[src/rtl/u8n1_pkg.sv]
// Shared types, constants and helper functions for the 8N1 UART transceiver.
// No dependencies; imported by every module of the block.
package u8n1_pkg;

  // Frame shape and register indexes.
  localparam int DATA_BITS = 8;
  localparam int BIT_IDX_W = $clog2(DATA_BITS);
  localparam int BIT_CNT_W = 4;

  localparam logic [1:0] REG_BIT_PERIOD = 2'd0;
  localparam logic [1:0] REG_TIMEOUT    = 2'd1;
  localparam logic [1:0] REG_BREAK      = 2'd2;

  localparam logic [15:0] BIT_PERIOD_RST = 16'd416;
  localparam logic [15:0] TIMEOUT_RST    = 16'd65535;
  localparam logic [23:0] BREAK_RST      = 24'd5000;
  localparam logic [15:0] MIN_BIT_PERIOD = 16'd2;

  // Configuration as seen by the receiver and transmitter.
  typedef struct packed {
    logic [15:0] bit_period;
    logic [15:0] timeout_ticks;
    logic [23:0] break_ticks;
  } cfg_t;

  // Per-tick outputs of the receiver.
  typedef struct packed {
    logic       valid;
    logic [7:0] data;
    logic       timeout;
    logic       busy;
  } rx_result_t;

  // Per-tick outputs of the transmitter.
  typedef struct packed {
    logic line;
    logic busy;
  } tx_result_t;

  // One complete result item.
  typedef struct packed {
    tx_result_t tx;
    rx_result_t rx;
  } result_t;

  // Bit length with the lower bound applied.
  function automatic logic [15:0] full_bit(input cfg_t cfg);
    full_bit = (cfg.bit_period < MIN_BIT_PERIOD) ? MIN_BIT_PERIOD : cfg.bit_period;
  endfunction

  // Start/stop wait length, never zero.
  function automatic logic [15:0] wait_limit(input cfg_t cfg);
    wait_limit = (cfg.timeout_ticks == 16'd0) ? 16'd1 : cfg.timeout_ticks;
  endfunction

  // Break length, never zero.
  function automatic logic [23:0] break_len(input cfg_t cfg);
    break_len = (cfg.break_ticks == 24'd0) ? 24'd1 : cfg.break_ticks;
  endfunction

endpackage

[src/rtl/u8n1_rx.sv]
// Receiver of the 8N1 UART: start wait, half-bit delay, data sampling, stop wait.
// Depends on u8n1_pkg for the configuration and result types.
module u8n1_rx (
  input  logic                clk,
  input  logic                rst,
  input  logic                step,
  input  u8n1_pkg::cfg_t      cfg,
  input  logic                rx_line,
  input  logic                rx_arm,
  output u8n1_pkg::rx_result_t res
);
  import u8n1_pkg::*;

  localparam logic [2:0] RX_IDLE       = 3'd0;
  localparam logic [2:0] RX_WAIT_START = 3'd1;
  localparam logic [2:0] RX_HALF       = 3'd2;
  localparam logic [2:0] RX_BITS       = 3'd3;
  localparam logic [2:0] RX_WAIT_STOP  = 3'd4;

  logic [2:0]           phase, phase_next;
  logic [15:0]          timer, timer_next;
  logic [DATA_BITS-1:0] shift, shift_next;
  logic [BIT_CNT_W-1:0] bits, bits_next;

  // Working copy after arming, and the decremented timer.
  logic [2:0]           ph;
  logic [15:0]          tm;
  logic [DATA_BITS-1:0] sh;
  logic [BIT_CNT_W-1:0] bc;
  logic [15:0]          tm_dec;

  // Next state and this tick's outputs.
  always_comb begin
    ph = phase;
    tm = timer;
    sh = shift;
    bc = bits;
    if (phase == RX_IDLE && rx_arm) begin
      ph = RX_WAIT_START;
      tm = wait_limit(cfg);
      sh = '0;
      bc = '0;
    end
    tm_dec = tm - 16'd1;

    phase_next = ph;
    timer_next = tm;
    shift_next = sh;
    bits_next  = bc;
    res        = '0;
    res.busy   = (ph != RX_IDLE);

    case (ph)
      RX_IDLE: begin
      end
      RX_WAIT_START: begin
        if (!rx_line) begin
          phase_next = RX_HALF;
          timer_next = full_bit(cfg) >> 1;
        end else begin
          timer_next = tm_dec;
          if (tm_dec == 16'd0) begin
            res.timeout = 1'b1;
            phase_next  = RX_IDLE;
          end
        end
      end
      RX_HALF: begin
        timer_next = tm_dec;
        if (tm_dec == 16'd0) begin
          phase_next = RX_BITS;
          timer_next = full_bit(cfg);
        end
      end
      RX_BITS: begin
        timer_next = tm_dec;
        if (tm_dec == 16'd0) begin
          shift_next[bc[BIT_IDX_W-1:0]] = sh[bc[BIT_IDX_W-1:0]] | rx_line;
          bits_next = bc + BIT_CNT_W'(1);
          if (bits_next >= BIT_CNT_W'(DATA_BITS)) begin
            phase_next = RX_WAIT_STOP;
            timer_next = wait_limit(cfg);
          end else begin
            timer_next = full_bit(cfg);
          end
        end
      end
      RX_WAIT_STOP: begin
        if (rx_line) begin
          res.valid  = 1'b1;
          res.data   = sh[7:0];
          phase_next = RX_IDLE;
        end else begin
          timer_next = tm_dec;
          if (tm_dec == 16'd0) begin
            res.timeout = 1'b1;
            phase_next  = RX_IDLE;
          end
        end
      end
      default: begin
        phase_next = RX_IDLE;
      end
    endcase
  end

  // State advances once per accepted tick.
  always_ff @(posedge clk) begin
    if (rst) begin
      phase <= RX_IDLE;
      timer <= '0;
      shift <= '0;
      bits  <= '0;
    end else if (step) begin
      phase <= phase_next;
      timer <= timer_next;
      shift <= shift_next;
      bits  <= bits_next;
    end
  end

endmodule

[src/rtl/u8n1_tx.sv]
// Transmitter of the 8N1 UART: start bit, data bits LSB first, stop bit, or a break.
// Depends on u8n1_pkg for the configuration and result types.
module u8n1_tx (
  input  logic                clk,
  input  logic                rst,
  input  logic                step,
  input  u8n1_pkg::cfg_t      cfg,
  input  logic                tx_start,
  input  logic [7:0]          tx_data,
  input  logic                break_start,
  output u8n1_pkg::tx_result_t res
);
  import u8n1_pkg::*;

  localparam logic [2:0] TX_IDLE     = 3'd0;
  localparam logic [2:0] TX_STARTBIT = 3'd1;
  localparam logic [2:0] TX_DATA     = 3'd2;
  localparam logic [2:0] TX_STOPBIT  = 3'd3;
  localparam logic [2:0] TX_BREAK    = 3'd4;

  logic [2:0]           phase, phase_next;
  logic [23:0]          timer, timer_next;
  logic [DATA_BITS-1:0] shift, shift_next;
  logic [BIT_CNT_W-1:0] bits, bits_next;

  logic [2:0]           ph;
  logic [23:0]          tm;
  logic [DATA_BITS-1:0] sh;
  logic [BIT_CNT_W-1:0] bc;
  logic [23:0]          tm_dec;
  logic [23:0]          full24;

  // Next state and this tick's line level.
  always_comb begin
    full24 = {8'd0, full_bit(cfg)};
    ph = phase;
    tm = timer;
    sh = shift;
    bc = bits;
    if (phase == TX_IDLE) begin
      if (tx_start) begin
        ph = TX_STARTBIT;
        tm = full24;
        sh = DATA_BITS'(tx_data);
        bc = '0;
      end else if (break_start) begin
        ph = TX_BREAK;
        tm = break_len(cfg);
      end
    end
    tm_dec = tm - 24'd1;

    phase_next = ph;
    timer_next = tm;
    shift_next = sh;
    bits_next  = bc;
    res.busy   = (ph != TX_IDLE);
    res.line   = 1'b1;

    case (ph)
      TX_IDLE: begin
      end
      TX_STARTBIT: begin
        res.line   = 1'b0;
        timer_next = tm_dec;
        if (tm_dec == 24'd0) begin
          phase_next = TX_DATA;
          timer_next = full24;
        end
      end
      TX_DATA: begin
        res.line   = sh[0];
        timer_next = tm_dec;
        if (tm_dec == 24'd0) begin
          shift_next = sh >> 1;
          bits_next  = bc + BIT_CNT_W'(1);
          if (bits_next >= BIT_CNT_W'(DATA_BITS)) begin
            phase_next = TX_STOPBIT;
          end
          timer_next = full24;
        end
      end
      TX_BREAK: begin
        res.line   = 1'b0;
        timer_next = tm_dec;
        if (tm_dec == 24'd0) begin
          phase_next = TX_IDLE;
        end
      end
      default: begin
        // Stop bit: line high until the bit time runs out.
        timer_next = tm_dec;
        if (tm_dec == 24'd0) begin
          phase_next = TX_IDLE;
        end
      end
    endcase
  end

  // State advances once per accepted tick.
  always_ff @(posedge clk) begin
    if (rst) begin
      phase <= TX_IDLE;
      timer <= '0;
      shift <= '0;
      bits  <= '0;
    end else if (step) begin
      phase <= phase_next;
      timer <= timer_next;
      shift <= shift_next;
      bits  <= bits_next;
    end
  end

endmodule

[src/rtl/uart_8n1_transceiver_core.sv]
// Top level of the 8N1 UART transceiver: configuration registers and output staging.
// Depends on u8n1_pkg, u8n1_rx and u8n1_tx.
//
// Usage. Each request on the input channel (in_valid, in_stall) is one time tick
// of the line: the sampled rx_line plus the rx_arm, tx_start/tx_data and
// break_start controls. For each request exactly one result appears on the
// output channel (out_valid, out_stall): tx_line, rx_valid, rx_data,
// rx_timeout, rx_busy and tx_busy for that tick.
// The receiver and transmitter state advance when a request is accepted, and
// its result is registered in the output register at that edge, or in the
// skid register while the output stalls. Throughput is one request per
// cycle while in_stall is low, with both bit timers updated per request.
// When the output stalls, one further result is held in a skid register, so
// a request is still accepted while a result waits; in_stall rises only
// once both the output and skid registers are full.
// Configuration (cfg_valid, cfg_ready, cfg_index, cfg_data) is always ready;
// index 0 is bit_period, 1 timeout_ticks, 2 break_ticks, others are ignored.
// Reset clears both state machines and the output stage and loads the
// registers with 416, 65535 and 5000.
module uart_8n1_transceiver_core (
  input  logic        clk,
  input  logic        rst,
  input  logic        in_valid,
  output logic        in_stall,
  input  logic        rx_line,
  input  logic        rx_arm,
  input  logic        tx_start,
  input  logic [7:0]  tx_data,
  input  logic        break_start,
  output logic        out_valid,
  input  logic        out_stall,
  output logic        tx_line,
  output logic        rx_valid,
  output logic [7:0]  rx_data,
  output logic        rx_timeout,
  output logic        rx_busy,
  output logic        tx_busy,
  input  logic        cfg_valid,
  output logic        cfg_ready,
  input  logic [1:0]  cfg_index,
  input  logic [23:0] cfg_data
);
  import u8n1_pkg::*;

  cfg_t       cfg;
  rx_result_t rx_res;
  tx_result_t tx_res;
  result_t    res_new;
  result_t    out_q;
  result_t    skid_q;
  logic       skid_valid;
  logic       accept;
  logic       take;

  assign cfg_ready = 1'b1;
  assign in_stall  = skid_valid;
  assign accept    = in_valid && !skid_valid;
  assign take      = out_valid && !out_stall;

  // Configuration registers.
  always_ff @(posedge clk) begin
    if (rst) begin
      cfg.bit_period    <= BIT_PERIOD_RST;
      cfg.timeout_ticks <= TIMEOUT_RST;
      cfg.break_ticks   <= BREAK_RST;
    end else if (cfg_valid && cfg_ready) begin
      case (cfg_index)
        REG_BIT_PERIOD: cfg.bit_period    <= cfg_data[15:0];
        REG_TIMEOUT:    cfg.timeout_ticks <= cfg_data[15:0];
        REG_BREAK:      cfg.break_ticks   <= cfg_data;
        default: begin
        end
      endcase
    end
  end

  u8n1_rx u_rx (
    .clk     (clk),
    .rst     (rst),
    .step    (accept),
    .cfg     (cfg),
    .rx_line (rx_line),
    .rx_arm  (rx_arm),
    .res     (rx_res)
  );

  u8n1_tx u_tx (
    .clk         (clk),
    .rst         (rst),
    .step        (accept),
    .cfg         (cfg),
    .tx_start    (tx_start),
    .tx_data     (tx_data),
    .break_start (break_start),
    .res         (tx_res)
  );

  assign res_new.rx = rx_res;
  assign res_new.tx = tx_res;

  // Output register with a one-entry skid behind it. A request is only
  // accepted while the skid is empty, so the two arms never overlap.
  always_ff @(posedge clk) begin
    if (rst) begin
      out_valid  <= 1'b0;
      skid_valid <= 1'b0;
    end else begin
      if (accept) begin
        if (!out_valid || take) begin
          out_q     <= res_new;
          out_valid <= 1'b1;
        end else begin
          skid_q     <= res_new;
          skid_valid <= 1'b1;
        end
      end else if (take) begin
        if (skid_valid) begin
          out_q      <= skid_q;
          skid_valid <= 1'b0;
        end else begin
          out_valid <= 1'b0;
        end
      end
    end
  end

  assign tx_line    = out_q.tx.line;
  assign tx_busy    = out_q.tx.busy;
  assign rx_valid   = out_q.rx.valid;
  assign rx_data    = out_q.rx.data;
  assign rx_timeout = out_q.rx.timeout;
  assign rx_busy    = out_q.rx.busy;

endmodule

[config.mk]
export PLATFORM = sky130hd
export DESIGN_NAME = uart_8n1_transceiver_core
export DESIGN_NICKNAME = d
export VERILOG_FILES = /design/src/rtl/u8n1_pkg.sv /design/src/rtl/u8n1_rx.sv /design/src/rtl/u8n1_tx.sv /design/src/rtl/uart_8n1_transceiver_core.sv
export SDC_FILE = /design/constraint.sdc
export NUM_CORES = 1
export LEC_CHECK = 0
export BUFFER_PORTS_ARGS = -buffer_cell sky130_fd_sc_hd__buf_2
export CAP_MARGIN = 10
export CORE_MARGIN = 1
export CORE_UTILIZATION = 62
export CTS_CLUSTER_DIAMETER = 120
export DETAILED_ROUTE_END_ITERATION = 6
export PLACE_DENSITY_LB_ADDON = 0.15
export SETUP_SLACK_MARGIN = 0.02
export SKIP_CTS_REPAIR_TIMING = 1
export SLEW_MARGIN = 40
export SYNTH_ARGS = -nofsm -noshare
export SYNTH_HDL_FRONTEND = slang
export SYNTH_SLANG_ARGS = --single-unit
[constraint.sdc]
create_clock -name clk -period 5.2 [get_ports clk]
set_clock_uncertainty 0.05 [all_clocks]
set_input_delay 0.26 -clock clk [delete_from_list [all_inputs] [get_ports clk]]
set_output_delay 0.26 -clock clk [all_outputs]
set_load 0.02 [all_outputs]
==> results.cfg, run 1 <==
[sta]
holdWs_ps = 10.94
hold_violations = 0
worst_slack_ps = 440.9
slew_headroom = 0.4551
rsz0062_at_grt = no
post-route-period-util = 0.9152
slew_violations = 0
tightest_slew_ps = 814.4
period_minus_slack_ps = 4759
setup_violations = 0
tns_ps = 0
max_freq_mhz = 210.1

[clocking]
clk-insertion-delay-late_ps = 440
cts.sinks = 154
numCtsBuffers = 17
ctsRootBufferMaster = clkbuf_16
htreeDepth = 4
path_clk_slew_ps = 70
clk_path_buf_depth = 2
cts_tree = done

[logic_synthesis]
synth_largest_area_cell = dfxtp_1
synth_edf_count = 26
synth_area_um2 = 9736
netlist_instances = 1251
syn_avg_cell_area_um2 = 7.782
synth_top_area_frac = 0.2632
synth_nets = 1300
ys_warn_count = 0
ys_ff_latch = 154
synthArstFlopShare = 0
ys_top_cells_by_area = dfxtp_1, nand2_1, edfxtp_1
synth.most_common_cell = nand2_1
yosysSeqAreaShare = 0.3434
ys_types = 89
yosys-top-cells-count = nand2_1, dfxtp_1, nor2_1
synthFlopType = dfxtp_1

[setup_path]
worst_setup_path_start_kind = register
critical_path_arrival_ps = 5050
endpoint_kind = register
reg2reg_depth = 16
r2r-start = u_tx.phase[0]
crit-reg2reg-capture = u_tx.timer[13]
critPathRequiredTime_ps = 5490
path_class = register to register
regToRegSetupSlack_ps = 440
crit_fanout = 16

[power]
p_leak_nw = 4.076
p_sw_frac = 0.3312
ir_drop_mv = 0.2532
internal_power_w = 0.002219
p_sw_w = 0.001099
power_density_nw_per_um2 = 307.1
combPwrFrac = 0.225
fin_total_pwr_w = 0.003318
pwr-share-seq = 0.404
clkPwrFrac = 0.371

[min_path]
min_from = cfg_data[23]
hold_path.class = primary input to register
min_delay_path_depth = 3
min_to = cfg[23]

[detailed_routing]
drcViolationCount = 0
vias = 9939
wl_per_cell_um = 19.98
totalWireLength_um = 29970
viasPerCell = 6.626
drtIter0Drc = 1277
ant_nets = 0
drt_pass1_iterations = 6

[placed_design]
port_buffers = 57
place_congestion = 0.9770
dp_hpwl_um = 20910
pre_cts_slack_ps = 615.0

[grt]
grt_pass1_vias = 8966
grt_usage = 0.3732
grt_pass1_wl_um = 47380
gr-total-overflow = 0
antenna_found_initial = 0
grt_max_degree = 95

[layout]
fin_util = 0.7082
syn_to_final_growth_pct = 11.00
drive_above_1_share = 0.1319
diodes = 0
fin_nets = 1325

[floorplan]
io_pins = 59
dieWidth_um = 127.3
die_area_um2 = 16210
core_um2 = 15260
start_util = 0.6380
die_h_um = 127.3
rows = 45

[run]
max_cap_viol_count = 0

[run_status]
status = complete, no violations
[per-stage QoR]
stage	cells	area (µm²)
after global routing	1500	10810
after CTS	1500	10800
after floorplan	1251	9736
after global placement	1467	10200
after detailed placement	1468	10230
final	1500	10810
[area by class of cell]
cell class	count	area, µm²
repair buffers	90	539.3
clock buffers	19	432.9
clock inverters	13	133.9
fillers	1339	4452
inverters	20	75.07
flip-flops and latches	154	3343
multi-input cells	993	6018
well taps	211	264.0
[power by group through the flow]
stage,sequential [W],combinational [W],clock [W]
finish,0.00134,0.000747,0.00123
global placement,0.00136,0.000713,0
detailed placement,0.00136,0.000723,0
floorplan,0.00135,0.000528,0
CTS,0.00134,0.000728,0.00122
global route,0.00135,0.000809,0.00127
[flip-flops by register name, indices dropped and copies added, names as in the netlist, 3 cells and up]
register	flops
skid_q	13
u_rx.shift	8
u_tx.timer	24
u_rx.timer	16
u_rx.phase	3
u_tx.phase	3
u_tx.shift	8
cfg	56
rx_data	8
u_rx.bits	4
u_tx.bits	4
[worst max-delay path by stage]
stage                       start              to  slack, ps  depth (start not counted)
detailed placement       tx_start  u_tx.timer[13]        620                         17
finish              u_tx.phase[0]  u_tx.timer[13]        440                         16
global route        u_tx.phase[0]  u_tx.timer[13]         80                         16
global placement         tx_start  u_tx.timer[13]        800                         17
floorplan           u_rx.phase[0]   u_rx.timer[7]       1010                         15
CTS                 u_tx.phase[0]  u_tx.timer[13]        590                         16
[worst max-delay path, cell delays in order, from the launching register on]
cell	delay (ps)
dfxtp_1	470
nor4b_1	600
nand2_1	130
a31oi_1	260
nor3_1	110
inv_1	120
ha_1	210
inv_1	70
a211oi_1	290
nand4_1	310
nor3_1	270
mux2i_1	140
nor4b_2	370
and2_1	590
buf_4	320
a311oi_1	120
a211oi_1	240
[cell families after synthesis]
| kind of cell | count (synthesis) | share of synthesized area |
|---|---|---|
| flip-flops | 154 | 0.3434 |
| AO/OA/AOI/OAI | 350 | 0.2408 |
| XOR/XNOR | 29 | 0.02609 |
| other | 1 | 0.0003852 |
| adder cells (fa/ha/maj) | 6 | 0.007711 |
| buffers and inverters | 104 | 0.04382 |
| multiplexers | 38 | 0.04434 |
| AND/OR/NAND/NOR | 569 | 0.2934 |
[routing by layer]
layer  part of all wire  wire length, µm  up-vias  GRT usage
met5                  0                0        -          0
met4              0.029              870        0     0.1366
met3               0.11             3153       82    0.08166
met2               0.44            13220      570     0.5754
met1               0.42            12720     4641     0.5135
li1                   -                -     4646          -
[placed cells by master, fill, tap and decap left out, drive strengths merged, types with 10 or more instances in the layout]
master    n
nor2b    11
a211oi   11
clkbuf   19
and2     18
nor2    111
nand3    17
buf      90
and3     13
xnor2    17
nand3b   34
mux2     12
o21ai    67
nor3b    11
mux2i    24
xor2     12
nor4     16
nor3     53
o211ai   11
nand4    16
o22ai    10
a22o     15
a21oi   108
nand2b   12
a31oi    17
inv      25
dfxtp   128
edfxtp   26
nand2   218
Note: power is estimated with default switching activity, not from simulation.
==> inputs of run 2 (changes only) <==
--- a/config.mk
+++ b/config.mk
@@ -10,6 +10,7 @@
 export CORE_MARGIN = 1
 export CORE_UTILIZATION = 62
 export CTS_CLUSTER_DIAMETER = 120
+export CTS_CLUSTER_SIZE = 25
 export DETAILED_ROUTE_END_ITERATION = 6
 export PLACE_DENSITY_LB_ADDON = 0.15
 export SETUP_SLACK_MARGIN = 0.02
==> constraint.sdc (replaced) <==
create_clock -name clk -period 5.2 [get_ports clk]
set_clock_uncertainty 0.05 [all_clocks]
set_input_delay 0.78 -clock clk [delete_from_list [all_inputs] [get_ports clk]]
set_output_delay 0.78 -clock clk [all_outputs]
set_load 0.02 [all_outputs]
==> run 2 against run 1 <==
  * Global-route usage up 0.091 points
  * Count of clock-buffer cells in the layout is the same
  * Worst hold slack better by 390 ps
  * Critical path depth increased by 2
  * Largest power group is now the clock network
  * Die area unchanged
  * Flip-flop and latch count stayed put
  * Fmax is 2.2% higher
  * First-iteration DRC count down 8.5%
  * Combinational power about the same
  * Setup slack better by 100 ps
  * Sequential power is essentially flat
  * Design area increased by 0.56%
==> results.cfg, run 2 (synthesis results as in run 1) <==
[setup_path]
r2r-start = cfg[17]
cpMostUsedCell = nor3_1
cp-startpoint = cfg[17]
crit_buf_inv = 5
cp.depth = 18
cp_top_family = simple AND/OR/NAND/NOR gates
critical_path_arrival_ps = 4950
slowest_stage = or4_1
endpoint_kind = register
worst_setup_path_start_kind = register
path_class = register to register
critPathRequiredTime_ps = 5490
cpPeakStageDelay_ps = 600
crit_fanout = 20
path_cells = or4_1 -> nor3_1 -> a31oi_1 -> nor3_1 -> inv_1 -> ha_1 -> inv_1 -> a211oi_1 -> buf_4 -> nor3_1 -> a21boi_0 -> o22ai_1 -> nor4b_2 -> and2_1 -> buf_4 -> buf_4 -> a311oi_1 -> nor3_1
reg2reg_depth = 18

[floorplan]
dieWidth_um = 127.3
io_pins = 59
die_area_um2 = 16210
core_um2 = 15260
die_h_um = 127.3
rows = 45
start_util = 0.6380

[detailed_routing]
ant_nets = 0
wl_per_cell_um = 20.04
vias = 9858
drt_pass1_iterations = 5
viasPerCell = 6.572
totalWireLength_um = 30060
drcViolationCount = 0
drtIter0Drc = 1168

[run_status]
status = complete, no violations

[min_path]
min_delay_path_depth = 2
min_from = u_tx.shift[2]
hold_path.class = register to register

[layout]
reg_top3 = cfg x56, u_tx.timer x24, u_rx.timer x16
layout.cells.most_common_list = nand2_1, dfxtp_1, nor2_1
syn_to_final_growth_pct = 11.62
fin_area_um2 = 10870
fillers = 1296
fin_nets = 1325
diodes = 0
layout_commonest_cell = nand2_1
drive_above_1_share = 0.1296
largest_reg_flops = 56
largest-register = cfg

[grt]
antenna_found_initial = 0
grt_pass1_vias = 8795
grt_pass1_wl_um = 47160
grt_max_degree = 82
grt_usage = 0.3741
gr-total-overflow = 0

[sta]
hold_violations = 0
setup_violations = 0
tightest_slew_ps = 872.5
slew_violations = 0
max_freq_mhz = 214.7
period_minus_slack_ps = 4658
slew_headroom = 0.4162
holdWs_ps = 402.9
tns_ps = 0
post-route-period-util = 0.8958
rsz0062_at_grt = no

[placed_design]
placed_cell_area_um2 = 10240
dp_hpwl_um = 20790
place_congestion = 0.9618
port_buffers = 57

[power]
fin_total_pwr_w = 0.003437
p_leak_nw = 4.111
power_density_nw_per_um2 = 316.3
ir_drop_mv = 0.2554

[clocking]
clk-insertion-delay-late_ps = 440
cts_tree = done
clk_path_buf_depth = 2
path_clk_slew_ps = 60
ctsRootBufferMaster = clkbuf_16
numCtsBuffers = 17
cts.sinks = 154
htreeDepth = 4

[run]
max_cap_viol_count = 0
## run 2: stage by stage
| stage | util | cells | worst slack (ps) |
|---|---|---|---|
| after floorplan | - | 1251 | 512.1 |
| after global placement | 0.6689 | 1466 | 472.0 |
| after detailed placement | 0.6710 | 1468 | 272.1 |
| after CTS | 0.7120 | 1500 | 672.6 |
| after global routing | 0.7122 | 1500 | 142.4 |
| final | 0.7122 | 1500 | 541.6 |
## run 2: final cells by class
type	instances	area [µm²]	area share
multi-input combinational	993	6020	0.5539
sequential	154	3343	0.3077
timing repair buffer	90	539.3	0.04963
clock buffer	19	432.9	0.03984
tap	211	264.0	0.02429
clock inverter	13	192.7	0.01773
inverter	20	75.07	0.006908
## run 2: power breakdown
part	switching (W)	internal [W]	total, W
Clock	0.000542	0.000811	0.00135
Combinational	0.000473	0.000272	0.000746
Sequential	0.0000654	0.00127	0.00134
Total	0.00108	0.00236	0.00344
## run 2: metal layers
metal  vias to the layer above  global-route usage  share of wire
li1                       4648                   -              -
met1                      4585              0.5396           0.44
met2                       568              0.5487           0.43
met3                        57             0.08501           0.11
met4                         0              0.1275          0.024
met5                         -                   0              0
## run 2: final timing paths
kind	endpoint	slack (ps)
hold / removal	u_tx.shift[2]	400
setup / recovery	u_tx.timer[3]	540
hold reg to reg	u_tx.shift[2]	400
setup reg to reg	u_tx.timer[3]	540
## run 2: worst min-delay path, delay by kind of cell, from the launching register on
family | cells | cell delay [ps]
AND/OR/NAND/NOR | 2 | 100
flip-flops | 1 | 320
